## src/rtl/core/iira_pkg.sv

```systemverilog
// package for the indexed insert/remove array list
// holds field widths, command and status codes, controller/datapath bundles
// and the double-compare helper; no dependencies
package iira_pkg;

    // default number of list entries
    localparam int CAPACITY_DFLT = 64;

    // fixed field widths of the channels
    localparam int CMD_W = 3;
    localparam int POS_W = 7;
    localparam int VAL_W = 64;
    localparam int ST_W  = 2;
    localparam int HIT_W = 6;
    localparam int LEN_W = 7;

    // ieee double pattern constants
    localparam logic [VAL_W-2:0] EXP_ONES = 63'h7FF0_0000_0000_0000;

    // command codes
    typedef enum logic [CMD_W-1:0] {
        CMD_INSERT = 3'd0,
        CMD_REMOVE = 3'd1,
        CMD_GET    = 3'd2,
        CMD_FIND   = 3'd3,
        CMD_CLEAR  = 3'd4
    } t_cmd;

    // result status codes
    typedef enum logic [ST_W-1:0] {
        ST_OK      = 2'd0,
        ST_RANGE   = 2'd1,
        ST_FULL    = 2'd2,
        ST_MISSING = 2'd3
    } t_status;

    // memory read address source
    typedef enum logic [1:0] {
        RD_PTR     = 2'd0,
        RD_PTR_DEC = 2'd1,
        RD_PTR_INC = 2'd2,
        RD_POS     = 2'd3
    } t_rd_sel;

    // memory write address and data source
    typedef enum logic {
        WR_SHIFT = 1'b0,
        WR_NEW   = 1'b1
    } t_wr_sel;

    // walk pointer update
    typedef enum logic [2:0] {
        PTR_HOLD  = 3'd0,
        PTR_COUNT = 3'd1,
        PTR_POS   = 3'd2,
        PTR_ZERO  = 3'd3,
        PTR_INC   = 3'd4,
        PTR_DEC   = 3'd5
    } t_ptr_op;

    // entry count update
    typedef enum logic [1:0] {
        CNT_HOLD = 2'd0,
        CNT_INC  = 2'd1,
        CNT_DEC  = 2'd2,
        CNT_CLR  = 2'd3
    } t_cnt_op;

    // controller to datapath commands
    typedef struct packed {
        logic    capture;
        t_ptr_op ptr_op;
        t_cnt_op cnt_op;
        logic    rd_en;
        t_rd_sel rd_sel;
        logic    wr_en;
        t_wr_sel wr_sel;
        logic    res_set;
        t_status res_status;
        logic    res_hit;
        logic    res_get;
        logic    deliver;
    } t_dp_cmd;

    // datapath to controller status
    typedef struct packed {
        t_cmd cmd;
        logic ins_range;
        logic full;
        logic pos_range;
        logic up_more;
        logic dn_more;
        logic find_more;
        logic match;
        logic out_free;
    } t_dp_stat;

    // nan test on a double pattern
    function automatic logic f_is_nan(input logic [VAL_W-1:0] x);
        return x[VAL_W-2:0] > EXP_ONES;
    endfunction

    // ieee equality: +0 equals -0, nan equals nothing
    function automatic logic f_dbl_eq(input logic [VAL_W-1:0] a,
                                      input logic [VAL_W-1:0] b);
        logic both_zero;
        both_zero = (a[VAL_W-2:0] == '0) && (b[VAL_W-2:0] == '0);
        if (f_is_nan(a) || f_is_nan(b)) begin
            return 1'b0;
        end
        return both_zero || (a == b);
    endfunction

endpackage

```

## src/rtl/core/iira_ctrl.sv

```systemverilog
// controller for the indexed insert/remove array list
// one-hot sequencer issuing datapath commands; depends on iira_pkg
module iira_ctrl (
    input  logic               i_clk,
    input  logic               i_rst_n,
    input  logic               i_in_valid,
    output logic               o_in_ready,
    input  iira_pkg::t_dp_stat i_stat,
    output iira_pkg::t_dp_cmd  o_cmd
);
    import iira_pkg::*;

    typedef enum logic [8:0] {
        S_IDLE     = 9'b0_0000_0001,
        S_DECODE   = 9'b0_0000_0010,
        S_UP_RD    = 9'b0_0000_0100,
        S_UP_WR    = 9'b0_0000_1000,
        S_DN_RD    = 9'b0_0001_0000,
        S_DN_WR    = 9'b0_0010_0000,
        S_FIND_RD  = 9'b0_0100_0000,
        S_FIND_CHK = 9'b0_1000_0000,
        S_DONE     = 9'b1_0000_0000
    } t_state;

    t_state  r_state;
    t_state  n_state;
    t_dp_cmd w_cmd;

    // state register
    always_ff @(posedge i_clk) begin
        if (!i_rst_n) begin
            r_state <= S_IDLE;
        end else begin
            r_state <= n_state;
        end
    end

    // next state and command decode
    always_comb begin
        n_state = r_state;
        w_cmd   = '0;
        case (r_state)
            S_IDLE: begin
                if (i_in_valid) begin
                    w_cmd.capture = 1'b1;
                    n_state       = S_DECODE;
                end
            end
            S_DECODE: begin
                n_state       = S_DONE;
                w_cmd.res_set = 1'b1;
                case (i_stat.cmd)
                    CMD_INSERT: begin
                        if (i_stat.ins_range) begin
                            w_cmd.res_status = ST_RANGE;
                        end else if (i_stat.full) begin
                            w_cmd.res_status = ST_FULL;
                        end else begin
                            w_cmd.res_set = 1'b0;
                            w_cmd.ptr_op  = PTR_COUNT;
                            n_state       = S_UP_RD;
                        end
                    end
                    CMD_REMOVE: begin
                        if (i_stat.pos_range) begin
                            w_cmd.res_status = ST_RANGE;
                        end else begin
                            w_cmd.res_set = 1'b0;
                            w_cmd.ptr_op  = PTR_POS;
                            n_state       = S_DN_RD;
                        end
                    end
                    CMD_GET: begin
                        if (i_stat.pos_range) begin
                            w_cmd.res_status = ST_RANGE;
                        end else begin
                            w_cmd.res_status = ST_OK;
                            w_cmd.res_get    = 1'b1;
                            w_cmd.rd_en      = 1'b1;
                            w_cmd.rd_sel     = RD_POS;
                        end
                    end
                    CMD_FIND: begin
                        w_cmd.res_set = 1'b0;
                        w_cmd.ptr_op  = PTR_ZERO;
                        n_state       = S_FIND_RD;
                    end
                    CMD_CLEAR: begin
                        w_cmd.res_status = ST_OK;
                        w_cmd.cnt_op     = CNT_CLR;
                    end
                    default: begin
                        w_cmd.res_status = ST_OK;
                    end
                endcase
            end
            // shift up from the top, then place the new word
            S_UP_RD: begin
                if (i_stat.up_more) begin
                    w_cmd.rd_en  = 1'b1;
                    w_cmd.rd_sel = RD_PTR_DEC;
                    n_state      = S_UP_WR;
                end else begin
                    w_cmd.wr_en      = 1'b1;
                    w_cmd.wr_sel     = WR_NEW;
                    w_cmd.cnt_op     = CNT_INC;
                    w_cmd.res_set    = 1'b1;
                    w_cmd.res_status = ST_OK;
                    n_state          = S_DONE;
                end
            end
            S_UP_WR: begin
                w_cmd.wr_en  = 1'b1;
                w_cmd.wr_sel = WR_SHIFT;
                w_cmd.ptr_op = PTR_DEC;
                n_state      = S_UP_RD;
            end
            // shift down from the removed slot
            S_DN_RD: begin
                if (i_stat.dn_more) begin
                    w_cmd.rd_en  = 1'b1;
                    w_cmd.rd_sel = RD_PTR_INC;
                    n_state      = S_DN_WR;
                end else begin
                    w_cmd.cnt_op     = CNT_DEC;
                    w_cmd.res_set    = 1'b1;
                    w_cmd.res_status = ST_OK;
                    n_state          = S_DONE;
                end
            end
            S_DN_WR: begin
                w_cmd.wr_en  = 1'b1;
                w_cmd.wr_sel = WR_SHIFT;
                w_cmd.ptr_op = PTR_INC;
                n_state      = S_DN_RD;
            end
            // linear scan from index zero
            S_FIND_RD: begin
                if (i_stat.find_more) begin
                    w_cmd.rd_en  = 1'b1;
                    w_cmd.rd_sel = RD_PTR;
                    n_state      = S_FIND_CHK;
                end else begin
                    w_cmd.res_set    = 1'b1;
                    w_cmd.res_status = ST_MISSING;
                    n_state          = S_DONE;
                end
            end
            S_FIND_CHK: begin
                if (i_stat.match) begin
                    w_cmd.res_set    = 1'b1;
                    w_cmd.res_status = ST_OK;
                    w_cmd.res_hit    = 1'b1;
                    n_state          = S_DONE;
                end else begin
                    w_cmd.ptr_op = PTR_INC;
                    n_state      = S_FIND_RD;
                end
            end
            // hand the result to the output register once it is free
            S_DONE: begin
                if (i_stat.out_free) begin
                    w_cmd.deliver = 1'b1;
                    n_state       = S_IDLE;
                end
            end
            default: begin
                n_state = S_IDLE;
            end
        endcase
    end

    assign o_cmd      = w_cmd;
    assign o_in_ready = (r_state == S_IDLE);

endmodule

```

## config.mk

```make
export PLATFORM = sky130hd
export DESIGN_NAME = iira_ctrl
export DESIGN_NICKNAME = d
export VERILOG_FILES = /design/src/rtl/core/iira_pkg.sv /design/src/rtl/core/iira_ctrl.sv
export SDC_FILE = /design/constraint.sdc
export NUM_CORES = 1
export LEC_CHECK = 0
export BUFFER_PORTS_ARGS = -buffer_cell sky130_fd_sc_hd__buf_4
export CORE_UTILIZATION = 51
export DETAILED_ROUTE_END_ITERATION = 8
export PLACE_DENSITY = 0.81
export SLEW_MARGIN = 20
export SYNTH_ARGS = -nofsm -noshare
export SYNTH_HDL_FRONTEND = slang
export SYNTH_SLANG_ARGS = --single-unit
```

## constraint.sdc

```tcl
create_clock -name i_clk -period 2.82 [get_ports i_clk]
set_input_delay 0.282 -clock i_clk [delete_from_list [all_inputs] [get_ports i_clk]]
set_output_delay 0.282 -clock i_clk [all_outputs]
set_load 0.01 [all_outputs]
```

==> results by group <==
Final layout
  – Final nets: 156
  – Design area: 1080 µm²
  – Biggest register: r_state
  – Fill cells: 126
  – # diodes: 0
  – Fin util: 0.707
  – Final cell count without fillers: 157
  – Max FFs per register: 9
  – Top flop regs: r_state x9
  – P&R area growth vs syn: 28.9%
  – Share of post-route cells with drive strength above 1: 0.312

Route
  – Total iterations of the first detailed-routing run: 5
  – DR vias: 969
  – Number of DRC markers in iteration 0: 26
  – Vias per inst: 6.17
  – Wirelength, routed: 2140 µm
  – DRC violations left: 0
  – Final ANT Viol Nets: 0
  – Wire per inst: 13.6 µm

Worst setup path
  – CP top delay family: simple AND/OR/NAND/NOR gates
  – Worst Path Buf+Inv: 1
  – CP required: 2540 ps
  – Max Fanout on Critical Path: 12
  – Slowest stage delay, CP: 710 ps
  – WS Path Type: register to primary output
  – Slowest library cell on the worst path: or4_1
  – Crit path capture type: primary output
  – Critical Path AT: 2380 ps
  – CP cell instances: or4_1 -> or3_4 -> or3_1 -> nand2_1 -> buf_4
  – Startpoint types: register
  – Reg-to-reg slack, setup: 810 ps

Timing
  – Final hold violation count: 0
  – Worst slew margin: 0.643
  – Tightest Pin Transition: 530 ps
  – Final slew viol count: 0
  – Fmax: 0.376 GHz
  – Clock Skews: 2.54 ps
  – Tmin final: 2660 ps
  – Minimum hold slack: 255 ps
  – Setup ws final: 163 ps
  – Final period util: 0.942
  – Setup TNS: 0 ps
  – Setup repair after global routing missed its margin: no
  – Final setup violation count: 0

Floorplan
  – Die H: 42.5 µm
  – Row cnt: 14
  – Die ar.: 1800 µm²
  – Core Box Area: 1520 µm²
  – Die X: 42.5 µm
  – Starting Density: 0.548
  – # IOs: 32

Clock tree
  – H-tree depth: 1
  – PostCTS Resize Cnt: 0
  – Worst-skew pair later-pin latency: 260 ps
  – CTS buffer count: 3
  – Clk buf depth: 2
  – Post-CTS Setup Repair Bufs: 0
  – Clk Tree Root Cell: clkbuf_4
  – Worst-path clk slew: 60 ps
  – Clock Sinks: 9
  – Hold Buf Count CTS: 0
  – CTS tree: built

Global routing
  – All-Layer GR Usage: 0.246
  – Initial antenna violation count: 0
  – Global-route wire length before repair: 3510 µm
  – Vias in the first global route: 831
  – Largest net degree at the start of global routing: 14
  – Total grt overflow: 0

Synthesis
  – Leading area contributor after synthesis: dfxtp_1
  – Seq cells post-synth: 9
  – Synth area leaders: dfxtp_1, nor4_4, nor2_1
  – Register area share after synthesis: 0.216
  – Compound-Gate Fraction of Synth Area: 0.187
  – Simple-Gate Fraction of Synth Area: 0.497
  – Top cells by count, synth: nor2_1, nand2_1, dfxtp_1
  – Synth top area share: 0.216
  – Adder-Cell Fraction of Synth Area: 0
  – Avg Inst Size Synth: 7.27 µm²
  – Post-Synth XOR/XNOR Area: 0.0210
  – Mux contribution to synthesized area: 0.0120
  – Synth Warn #: 0
  – EDFF count, synth: 0
  – Mapped cell area: 836 µm²
  – Main flop type after synthesis: dfxtp_1
  – Top-count cell post-synth: nor2_1
  – Syn_nets: 129
  – Mapped Cells: 115
  – Main combinational cell family by area after synthesis: simple AND/OR/NAND/NOR gates
  – Count of cell types in the netlist: 41
  – Post-synth ARST share: 0

Power and ir drop
  – Peak supply drop: 0.180 mV
  – PnR Total Power: 0.333 mW
  – Leak: 0.513 nW
  – PwrDens: 310 nW/µm²

Placement
  – Placed inst area: 1050 µm²
  – DP Wirelength: 1620 µm
  – RD Place Congestion: 0.836
  – Placed Cells: 153
  – Number of I/O port buffers: 31
  – Pre-CTS setup slack: 470 ps

Status
  – Status: finished, final reports clean

Run
  – Max_cap viols: 0

Min path
  – Hold crit path type: primary input to register
## cell type report
class	instances	area (µm²)	area share
Inverter	5	18.8	0.0174
Clock buffer	4	26.3	0.0244
Tap cell	16	20.0	0.0186
Sequential cell	9	180	0.167
Timing Repair Buffer	31	233	0.216
Multi-Input combinational cell	92	599	0.556
## where the power goes
group          internal [mW]  switching, mW
Sequential             0.131        0.00915
Clock                 0.0545         0.0447
Combinational         0.0467         0.0473
## worst paths after layout
| check | startpoint | endpoint | depth (start not counted) |
|---|---|---|---|
| worst max register to register | r_state[3] | r_state[8] | 4 |
| worst min-delay path | i_rst_n | r_state[0] | 2 |
| worst max-delay path | r_state[7] | o_cmd[7] | 5 |
| worst min register to register | r_state[3] | r_state[2] | 2 |
## cells in the final DEF, fill, tap and decap left out, drive strengths merged, types with 2 or more instances in the layout
cell,count
nand4,3
o31ai,2
nand2,10
nor3b,2
a31o,2
or4,2
nor4,6
a21oi,4
dfxtp,9
o21a,2
nand2b,5
nand3b,3
nand3,5
inv,5
or3,4
nor2,11
and3,3
and2,2
clkbuf,4
or4b,2
nor3,5
a31oi,2
buf,31
o21ai,5
## per-layer routing
layer,up-vias,GRT usage,part of all wire
li1,479,-,-
met1,441,0.347,0.46
met2,45,0.369,0.46
met3,4,0.0603,0.065
met4,0,0.0688,0.019
met5,-,0,0
## cell families (layout without fill, tap and decap cells)
logic type             count (synthesis)  count (layout)
AO/OA/AOI/OAI                         23              23
AND/OR/NAND/NOR                       66              66
XOR/XNOR                               2               2
flip-flops                             9               9
buffers and inverters                 14              40
multiplexers                           1               1
Power figures use the tool's default switching activity.
