===== src/rtl/core/iira_pkg.sv =====
// package for the indexed insert/remove array list
// holds field widths, command and status codes, controller/datapath bundles
// and the double-compare helper; no dependencies
package iira_pkg;

    // default number of list entries
    localparam int CAPACITY_DFLT = 64;

    // fixed field widths of the channels
    localparam int CMD_W = 3;
    localparam int POS_W = 7;
    localparam int VAL_W = 64;
    localparam int ST_W  = 2;
    localparam int HIT_W = 6;
    localparam int LEN_W = 7;

    // ieee double pattern constants
    localparam logic [VAL_W-2:0] EXP_ONES = 63'h7FF0_0000_0000_0000;

    // command codes
    typedef enum logic [CMD_W-1:0] {
        CMD_INSERT = 3'd0,
        CMD_REMOVE = 3'd1,
        CMD_GET    = 3'd2,
        CMD_FIND   = 3'd3,
        CMD_CLEAR  = 3'd4
    } t_cmd;

    // result status codes
    typedef enum logic [ST_W-1:0] {
        ST_OK      = 2'd0,
        ST_RANGE   = 2'd1,
        ST_FULL    = 2'd2,
        ST_MISSING = 2'd3
    } t_status;

    // memory read address source
    typedef enum logic [1:0] {
        RD_PTR     = 2'd0,
        RD_PTR_DEC = 2'd1,
        RD_PTR_INC = 2'd2,
        RD_POS     = 2'd3
    } t_rd_sel;

    // memory write address and data source
    typedef enum logic {
        WR_SHIFT = 1'b0,
        WR_NEW   = 1'b1
    } t_wr_sel;

    // walk pointer update
    typedef enum logic [2:0] {
        PTR_HOLD  = 3'd0,
        PTR_COUNT = 3'd1,
        PTR_POS   = 3'd2,
        PTR_ZERO  = 3'd3,
        PTR_INC   = 3'd4,
        PTR_DEC   = 3'd5
    } t_ptr_op;

    // entry count update
    typedef enum logic [1:0] {
        CNT_HOLD = 2'd0,
        CNT_INC  = 2'd1,
        CNT_DEC  = 2'd2,
        CNT_CLR  = 2'd3
    } t_cnt_op;

    // controller to datapath commands
    typedef struct packed {
        logic    capture;
        t_ptr_op ptr_op;
        t_cnt_op cnt_op;
        logic    rd_en;
        t_rd_sel rd_sel;
        logic    wr_en;
        t_wr_sel wr_sel;
        logic    res_set;
        t_status res_status;
        logic    res_hit;
        logic    res_get;
        logic    deliver;
    } t_dp_cmd;

    // datapath to controller status
    typedef struct packed {
        t_cmd cmd;
        logic ins_range;
        logic full;
        logic pos_range;
        logic up_more;
        logic dn_more;
        logic find_more;
        logic match;
        logic out_free;
    } t_dp_stat;

    // nan test on a double pattern
    function automatic logic f_is_nan(input logic [VAL_W-1:0] x);
        return x[VAL_W-2:0] > EXP_ONES;
    endfunction

    // ieee equality: +0 equals -0, nan equals nothing
    function automatic logic f_dbl_eq(input logic [VAL_W-1:0] a,
                                      input logic [VAL_W-1:0] b);
        logic both_zero;
        both_zero = (a[VAL_W-2:0] == '0) && (b[VAL_W-2:0] == '0);
        if (f_is_nan(a) || f_is_nan(b)) begin
            return 1'b0;
        end
        return both_zero || (a == b);
    endfunction

endpackage


===== src/rtl/core/iira_if.sv =====


// result channel
interface iira_out_if;
    import iira_pkg::*;

    logic             valid;
    logic             ready;
    logic [ST_W-1:0]  status;
    logic [VAL_W-1:0] value_out;
    logic [HIT_W-1:0] found_position;
    logic [LEN_W-1:0] length;

    modport source (output valid, output status, output value_out,
                    output found_position, output length, input ready);
    modport sink   (input valid, input status, input value_out,
                    input found_position, input length, output ready);
endinterface


===== src/rtl/core/iira_dp.sv =====
// datapath for the indexed insert/remove array list
// entry memory, count, walk pointer and result register; depends on iira_pkg
module iira_dp #(
    parameter int CAPACITY = iira_pkg::CAPACITY_DFLT
) (
    input  logic                         i_clk,
    input  logic                         i_rst_n,
    input  logic [iira_pkg::CMD_W-1:0]   i_cmd,
    input  logic [iira_pkg::POS_W-1:0]   i_position,
    input  logic [iira_pkg::VAL_W-1:0]   i_value_in,
    input  iira_pkg::t_dp_cmd            i_dp_cmd,
    output iira_pkg::t_dp_stat           o_stat,
    iira_out_if.source                   o_out
);
    import iira_pkg::*;

    localparam int CW = $clog2(CAPACITY + 1);
    localparam int AW = $clog2(CAPACITY);
    localparam int XW = (CW > POS_W) ? CW : POS_W;

    // entry storage, no reset
    logic [VAL_W-1:0] r_mem [CAPACITY];
    logic [VAL_W-1:0] r_rd_q;

    // captured transaction
    logic [CMD_W-1:0] r_cmd;
    logic [POS_W-1:0] r_pos;
    logic [VAL_W-1:0] r_val;

    // list state and walk pointer
    logic [CW-1:0] r_count;
    logic [CW-1:0] n_count;
    logic [CW-1:0] r_ptr;
    logic [CW-1:0] n_ptr;

    // pending result
    t_status          r_res_status;
    logic [HIT_W-1:0] r_res_hit;
    logic             r_res_get;

    // output register
    logic             r_out_valid;
    t_status          r_o_status;
    logic [VAL_W-1:0] r_o_value;
    logic [HIT_W-1:0] r_o_hit;
    logic [LEN_W-1:0] r_o_len;

    logic [XW-1:0] w_pos_x;
    logic [XW-1:0] w_cnt_x;
    logic [XW-1:0] w_ptr_x;
    logic [CW-1:0] w_ptr_dec;
    logic [CW-1:0] w_ptr_inc;
    logic [AW-1:0] w_rd_addr;
    logic [AW-1:0] w_wr_addr;
    logic [VAL_W-1:0] w_wr_data;

    assign w_pos_x   = XW'(r_pos);
    assign w_cnt_x   = XW'(r_count);
    assign w_ptr_x   = XW'(r_ptr);
    assign w_ptr_dec = r_ptr - CW'(1);
    assign w_ptr_inc = r_ptr + CW'(1);

    // capture the command fields
    always_ff @(posedge i_clk) begin
        if (i_dp_cmd.capture) begin
            r_cmd <= i_cmd;
            r_pos <= i_position;
            r_val <= i_value_in;
        end
    end

    // read address select
    always_comb begin
        case (i_dp_cmd.rd_sel)
            RD_PTR:     w_rd_addr = r_ptr[AW-1:0];
            RD_PTR_DEC: w_rd_addr = w_ptr_dec[AW-1:0];
            RD_PTR_INC: w_rd_addr = w_ptr_inc[AW-1:0];
            RD_POS:     w_rd_addr = w_pos_x[AW-1:0];
            default:    w_rd_addr = r_ptr[AW-1:0];
        endcase
    end

    // write address and data select
    always_comb begin
        case (i_dp_cmd.wr_sel)
            WR_NEW: begin
                w_wr_addr = w_pos_x[AW-1:0];
                w_wr_data = r_val;
            end
            default: begin
                w_wr_addr = r_ptr[AW-1:0];
                w_wr_data = r_rd_q;
            end
        endcase
    end

    // entry memory, one write and one registered read
    always_ff @(posedge i_clk) begin
        if (i_dp_cmd.wr_en) begin
            r_mem[w_wr_addr] <= w_wr_data;
        end
        if (i_dp_cmd.rd_en) begin
            r_rd_q <= r_mem[w_rd_addr];
        end
    end

    // pointer and count updates
    always_comb begin
        case (i_dp_cmd.ptr_op)
            PTR_COUNT: n_ptr = r_count;
            PTR_POS:   n_ptr = w_pos_x[CW-1:0];
            PTR_ZERO:  n_ptr = '0;
            PTR_INC:   n_ptr = w_ptr_inc;
            PTR_DEC:   n_ptr = w_ptr_dec;
            default:   n_ptr = r_ptr;
        endcase
        case (i_dp_cmd.cnt_op)
            CNT_INC: n_count = r_count + CW'(1);
            CNT_DEC: n_count = r_count - CW'(1);
            CNT_CLR: n_count = '0;
            default: n_count = r_count;
        endcase
    end

    always_ff @(posedge i_clk) begin
        if (!i_rst_n) begin
            r_count <= '0;
            r_ptr   <= '0;
        end else begin
            r_count <= n_count;
            r_ptr   <= n_ptr;
        end
    end

    // pending result
    always_ff @(posedge i_clk) begin
        if (i_dp_cmd.res_set) begin
            r_res_status <= i_dp_cmd.res_status;
            r_res_hit    <= i_dp_cmd.res_hit ? w_ptr_x[HIT_W-1:0] : '0;
            r_res_get    <= i_dp_cmd.res_get;
        end
    end

    // output register and its valid flag
    always_ff @(posedge i_clk) begin
        if (!i_rst_n) begin
            r_out_valid <= 1'b0;
        end else if (i_dp_cmd.deliver) begin
            r_out_valid <= 1'b1;
        end else if (o_out.ready) begin
            r_out_valid <= 1'b0;
        end
    end

    always_ff @(posedge i_clk) begin
        if (i_dp_cmd.deliver) begin
            r_o_status <= r_res_status;
            r_o_value  <= r_res_get ? r_rd_q : '0;
            r_o_hit    <= r_res_hit;
            r_o_len    <= w_cnt_x[LEN_W-1:0];
        end
    end

    assign o_out.valid          = r_out_valid;
    assign o_out.status         = r_o_status;
    assign o_out.value_out      = r_o_value;
    assign o_out.found_position = r_o_hit;
    assign o_out.length         = r_o_len;

    // status toward the controller
    assign o_stat.cmd       = t_cmd'(r_cmd);
    assign o_stat.ins_range = w_pos_x > w_cnt_x;
    assign o_stat.full      = (r_count == CW'(CAPACITY));
    assign o_stat.pos_range = w_pos_x >= w_cnt_x;
    assign o_stat.up_more   = w_ptr_x > w_pos_x;
    assign o_stat.dn_more   = (XW'(w_ptr_inc) < w_cnt_x);
    assign o_stat.find_more = w_ptr_x < w_cnt_x;
    assign o_stat.match     = f_dbl_eq(r_rd_q, r_val);
    assign o_stat.out_free  = !r_out_valid || o_out.ready;

    // count never passes the capacity
    a_count_bound: assert property (@(posedge i_clk) disable iff (!i_rst_n)
        r_count <= CW'(CAPACITY))
        else $error("entry count above capacity");

    // a new word is placed only when there is room
    a_put_room: assert property (@(posedge i_clk) disable iff (!i_rst_n)
        (i_dp_cmd.wr_en && i_dp_cmd.wr_sel == WR_NEW) |-> (r_count < CW'(CAPACITY)))
        else $error("insert into full list");

    // a result never overwrites one still waiting
    a_no_overwrite: assert property (@(posedge i_clk) disable iff (!i_rst_n)
        i_dp_cmd.deliver |-> (!r_out_valid || o_out.ready))
        else $error("result overwritten");

    // count moves by one step or drops to zero
    a_count_step: assert property (@(posedge i_clk) disable iff (!i_rst_n)
        ($past(i_rst_n) && r_count != $past(r_count)) |->
        (r_count == $past(r_count) + CW'(1) || r_count == $past(r_count) - CW'(1)
         || r_count == '0))
        else $error("count jumped");

endmodule


===== src/flat_wrapper.sv =====
// flat-port wrapper written by rule: the top's interface ports become plain ports
module iira_dp_flat import iira_pkg::*;
#(
    parameter int CAPACITY = iira_pkg::CAPACITY_DFLT
)
  (i_clk, i_rst_n, i_cmd, i_position, i_value_in, i_dp_cmd, o_stat, o_out_valid, o_out_status, o_out_value_out, o_out_found_position, o_out_length, o_out_ready);
  iira_out_if o_out_i ();
  input  logic i_clk;
  input  logic i_rst_n;
  input  logic [iira_pkg::CMD_W-1:0] i_cmd;
  input  logic [iira_pkg::POS_W-1:0] i_position;
  input  logic [iira_pkg::VAL_W-1:0] i_value_in;
  input  iira_pkg::t_dp_cmd i_dp_cmd;
  output iira_pkg::t_dp_stat o_stat;
  output wire logic [$bits(o_out_i.valid)-1:0] o_out_valid;
  output wire logic [$bits(o_out_i.status)-1:0] o_out_status;
  output wire logic [$bits(o_out_i.value_out)-1:0] o_out_value_out;
  output wire logic [$bits(o_out_i.found_position)-1:0] o_out_found_position;
  output wire logic [$bits(o_out_i.length)-1:0] o_out_length;
  input wire logic [$bits(o_out_i.ready)-1:0] o_out_ready;
  assign o_out_valid = o_out_i.valid;
  assign o_out_status = o_out_i.status;
  assign o_out_value_out = o_out_i.value_out;
  assign o_out_found_position = o_out_i.found_position;
  assign o_out_length = o_out_i.length;
  assign o_out_i.ready = o_out_ready;
  iira_dp #(.CAPACITY(CAPACITY)) u_core (.i_clk(i_clk), .i_rst_n(i_rst_n), .i_cmd(i_cmd), .i_position(i_position), .i_value_in(i_value_in), .i_dp_cmd(i_dp_cmd), .o_stat(o_stat), .o_out(o_out_i));
endmodule

===== config.mk =====
export PLATFORM = sky130hd
export DESIGN_NAME = iira_dp_flat
export DESIGN_NICKNAME = d
export VERILOG_FILES = /design/src/rtl/core/iira_pkg.sv /design/src/rtl/core/iira_if.sv /design/src/rtl/core/iira_dp.sv /design/src/flat_wrapper.sv
export SDC_FILE = /design/constraint.sdc
export NUM_CORES = 2
export LEC_CHECK = 0
export BUFFER_PORTS_ARGS = -buffer_cell sky130_fd_sc_hd__buf_2
export CAP_MARGIN = 20
export CORE_ASPECT_RATIO = 0.75
export CORE_MARGIN = 8
export CORE_UTILIZATION = 35
export CTS_CLUSTER_SIZE = 16
export DETAILED_ROUTE_END_ITERATION = 10
export PLACE_DENSITY = 0.48
export SYNTH_ARGS = -nofsm -noshare
export SYNTH_HDL_FRONTEND = slang
export SYNTH_SLANG_ARGS = --single-unit

===== constraint.sdc =====
create_clock -name i_clk -period 7.65 [get_ports i_clk]
set_input_delay 2.295 -clock i_clk [delete_from_list [all_inputs] [get_ports i_clk]]
set_output_delay 2.295 -clock i_clk [all_outputs]
set_load 0.1 [all_outputs]

==> summary.md <==
| Metric | Value |
|---|---|
| Initial Utilization | 35.06% |
| Worst Path Arrival | about 4.6 ns |
| Min Tclk post-route | a little under 7 ns |
| Met1 Wirelength | 252400 µm |
| Port bufs | 184 |
| Clock transition at path regs | 0.06 ns |
| Post-route DRC | 0 |
| Final setup fails | 0 |
| Global placement routability congestion | a little over 0.8 |
| Final period utilization | 90.00% |
| FMAX | 145.2 MHz |
| Synth unique cells | 75 |
| Post-Route WL | 585300 µm |
| DR top layer | met5 |
| CTS root buffer | clkbuf_16 |
| Outcome | finished clean |
| Main flop type after synthesis | edfxtp_1 |
| Metal3 WL | 46030 µm |
| Post-layout worst setup margin | 0.7648 ns |
| Area occupied by multi-input gates | 36620 µm² |
| Post-layout instance area | 194700 µm² |
| Largest family of logic cells by synthesized area | multiplexers |
| Share of layout cells above drive strength 1 | 14.12% |
| Final hold vios | 0 |
| WL met2 | 259100 µm |
| CTS resizes | 0 |
| Warnings from Yosys | 0 |
| Clock buffer depth | 4 |
| Sink Count | 4337 |
| Dpl cells | around 16000 |
| Pre-CTS setup slack | 0.9592 ns |
| Max-slew violation count | 0 |
| Avg Inst Size Synth | 17.92 µm² |
| Multiplexer area fraction after synthesis | 10.06% |
| Slew HR | between 10% and 20% |
| Simple-Gate Fraction of Synth Area | 3.427% |
| Via/cell ratio | roughly 5.8 |
| CTS Hold Bufs | 0 |
| Tot GR Track Use | 22.26% |
| Worst setup EP type | primary output |
| Mapped Cells | 9438 |
| Most common library cell in the layout ignoring fill and taps | edfxtp_1 |
| Register area share after synthesis | 76.93% |
| Util after Layout | 40.38% |
| Worst setup path category | reg2out |
| Nets@finish | 9990 |
| Hold WC Path Type | reg2reg |
| FFs w/ async S/R, synth | 0% |
| First-pass GRT wire length | 790800 µm |
| Die ar. | 505900 µm² |
| Die height | 618.0 µm |
| Slew @ Worst Pin | approximately 1.3 ns |
| Vias in the first global route | 93890 |
| Synth top area share | 76.75% |
| Clock insertion delay at the later pin of the skew report | 1.06 ns |
| Initial antenna violation count | 38 |
| Hpwl dp | roughly 320000 µm |
| Compound-Gate Fraction of Synth Area | 7.137% |
| DR WL/cell | 35.05 µm |
| Layout fillers | 43140 |
| Fin cells | 16700 |
| P per Cell Area | 301.5 nW/µm² |
| H-tree levels | 5 |
| Skew final | 0.05257 ns |
| Die Wd | a little over 800 µm |
| Static Leak | 64.30 nW |
| Antenna viol nets, final | 0 |
| Critical Path RT | about 5.4 ns |
| # rows | 221 |
| Area of placed instances | 180100 µm² |
| Post-synth EDFFs | 4322 |
| Core Area | 482200 µm² |
| Vias | 96170 |
| CTS tree | yes |
| Pin count of the biggest net entering global routing | 101 |
| Crit start category | flip-flop |
| Area contributors post-synth | edfxtp_1 77%, mux2i_1 9.1%, a221oi_1 2.5% |
| Synthesized flop and latch total | 4337 |
| Most frequent cells in the layout | 4322 x edfxtp_1, 1532 x mux2i_1, 897 x nand2_1 |
| Max FO, Critical Path | 4 |
| Total Power | 58.70 mW |
| FF+latch area | around 130000 µm² |
| Hold Slack | 0.4135 ns |
| Synth area leader | edfxtp_1 |
| DR pass1 iterations | 6 |
| Worst VDD drop | 0.2605 mV |
| Initial DRC count | between 10000 and 15000 |
| Post-Synth Adder-Cell Area | 0.2560% |
| Max_cap viols | 0 |
| Post-CTS Setup Inserts | 0 |
| Total global routing overflow | 0 |
| RSZ-0062 raised after global routing | false |
| Synth-to-Final Area Change | 15.15% |
| Syn Nets | 9566 |
| Io pins | 185 |
| Final setup TNS | 0 ns |
| Mapped Area | 169100 µm² |
| TritonCTS buffer count | between 400 and 500 |
| XOR/XNOR Fraction of Synth Area | 0.3988% |
-- report_power, final --
group / switching (mW) / leakage, nW / internal, mW
clock network: 9.27 / 6.76 / 11.9
logic: 6.42 / 18.5 / 2.86
registers: 0.555 / 39.1 / 27.7
total: 16.2 / 64.3 / 42.5
-- per-layer routing --
metal  up-vias  track usage [%]
li1      39340                -
met1     51190            31.72
met2      4644            33.94
met3       993            3.400
met4         2            9.434
met5         -                0
-- synthesized netlist by cell type, types with 21 or more instances --
library cell  instances
a32oi_1              30
a21oi_1             100
nor4_2               41
inv_1                29
buf_2               203
buf_1                33
mux2i_1            1532
edfxtp_1           4322
nand3_1              23
a221oi_1            474
and2_1               73
nand4_1              21
a32o_1              368
xor2_1               69
mux4_2               35
a22o_1              103
clkbuf_1            274
buf_6                27
nand2_1             899
mux2_2               78
o21ai_0              24
buf_4                58
ha_1                 33
nor4_1               73
nor2_1               90
o22ai_1             232
-- area by class of cell --
cell class              count  area share (%)
diodes                     15         0.01928
clock buffers             531           5.797
flip-flops and latches   4337           66.81
well taps                6467           4.156
repair buffers            586           3.020
clock inverters           259           1.337
inverters                  29         0.05591
multi-input cells        4476           18.81
-- flip-flops by register name (all words and copies together), names as in the netlist, 2 cells and up --
name and count:
u_core.r_count 7, u_core.o_out.status 2, u_core.r_val 64, u_core.r_cmd 3, u_core.r_res_status 2, u_core.o_out.value_out 64
u_core.r_rd_q 64, u_core.r_res_hit 6, u_core.o_out.length 7, u_core.r_ptr 7, u_core.o_out.found_position 6, u_core.r_mem 4096
u_core.r_pos 7
-- critical path: stages, from the launching register on --
cell and delay, ns:
edfxtp_1 1.03, xor2_1 0.15, nor4_1 0.58, nand4_1 0.35, nor4_2 0.29, buf_4 0.24, nor2_1 0.06, o21ai_0 0.31
buf_2 0.50
-- final timing paths --
check                                          from                             end  slack [ns]  cells past startpoint
worst min register to register  u_core.r_res_hit[3]  u_core.o_out.found_position[3]        0.41                      0
worst max register to register      u_core.r_ptr[0]                u_core.r_rd_q[9]        1.81                     10
worst max-delay path              u_core.r_rd_q[16]                       o_stat[1]        0.76                      8
worst min-delay path            u_core.r_res_hit[3]  u_core.o_out.found_position[3]        0.41                      0
-- cell families (layout without fill, tap and decap cells) --
kind of cell,after synthesis,after routing
flops,4337,4337
mux,1646,1646
compound gates,1437,1437
simple gates,1282,1282
buf+inv,625,1405
xor+xnor,77,77
fa+ha+maj,34,34
other cells,0,15
Note: power is estimated with default switching activity, not from simulation.
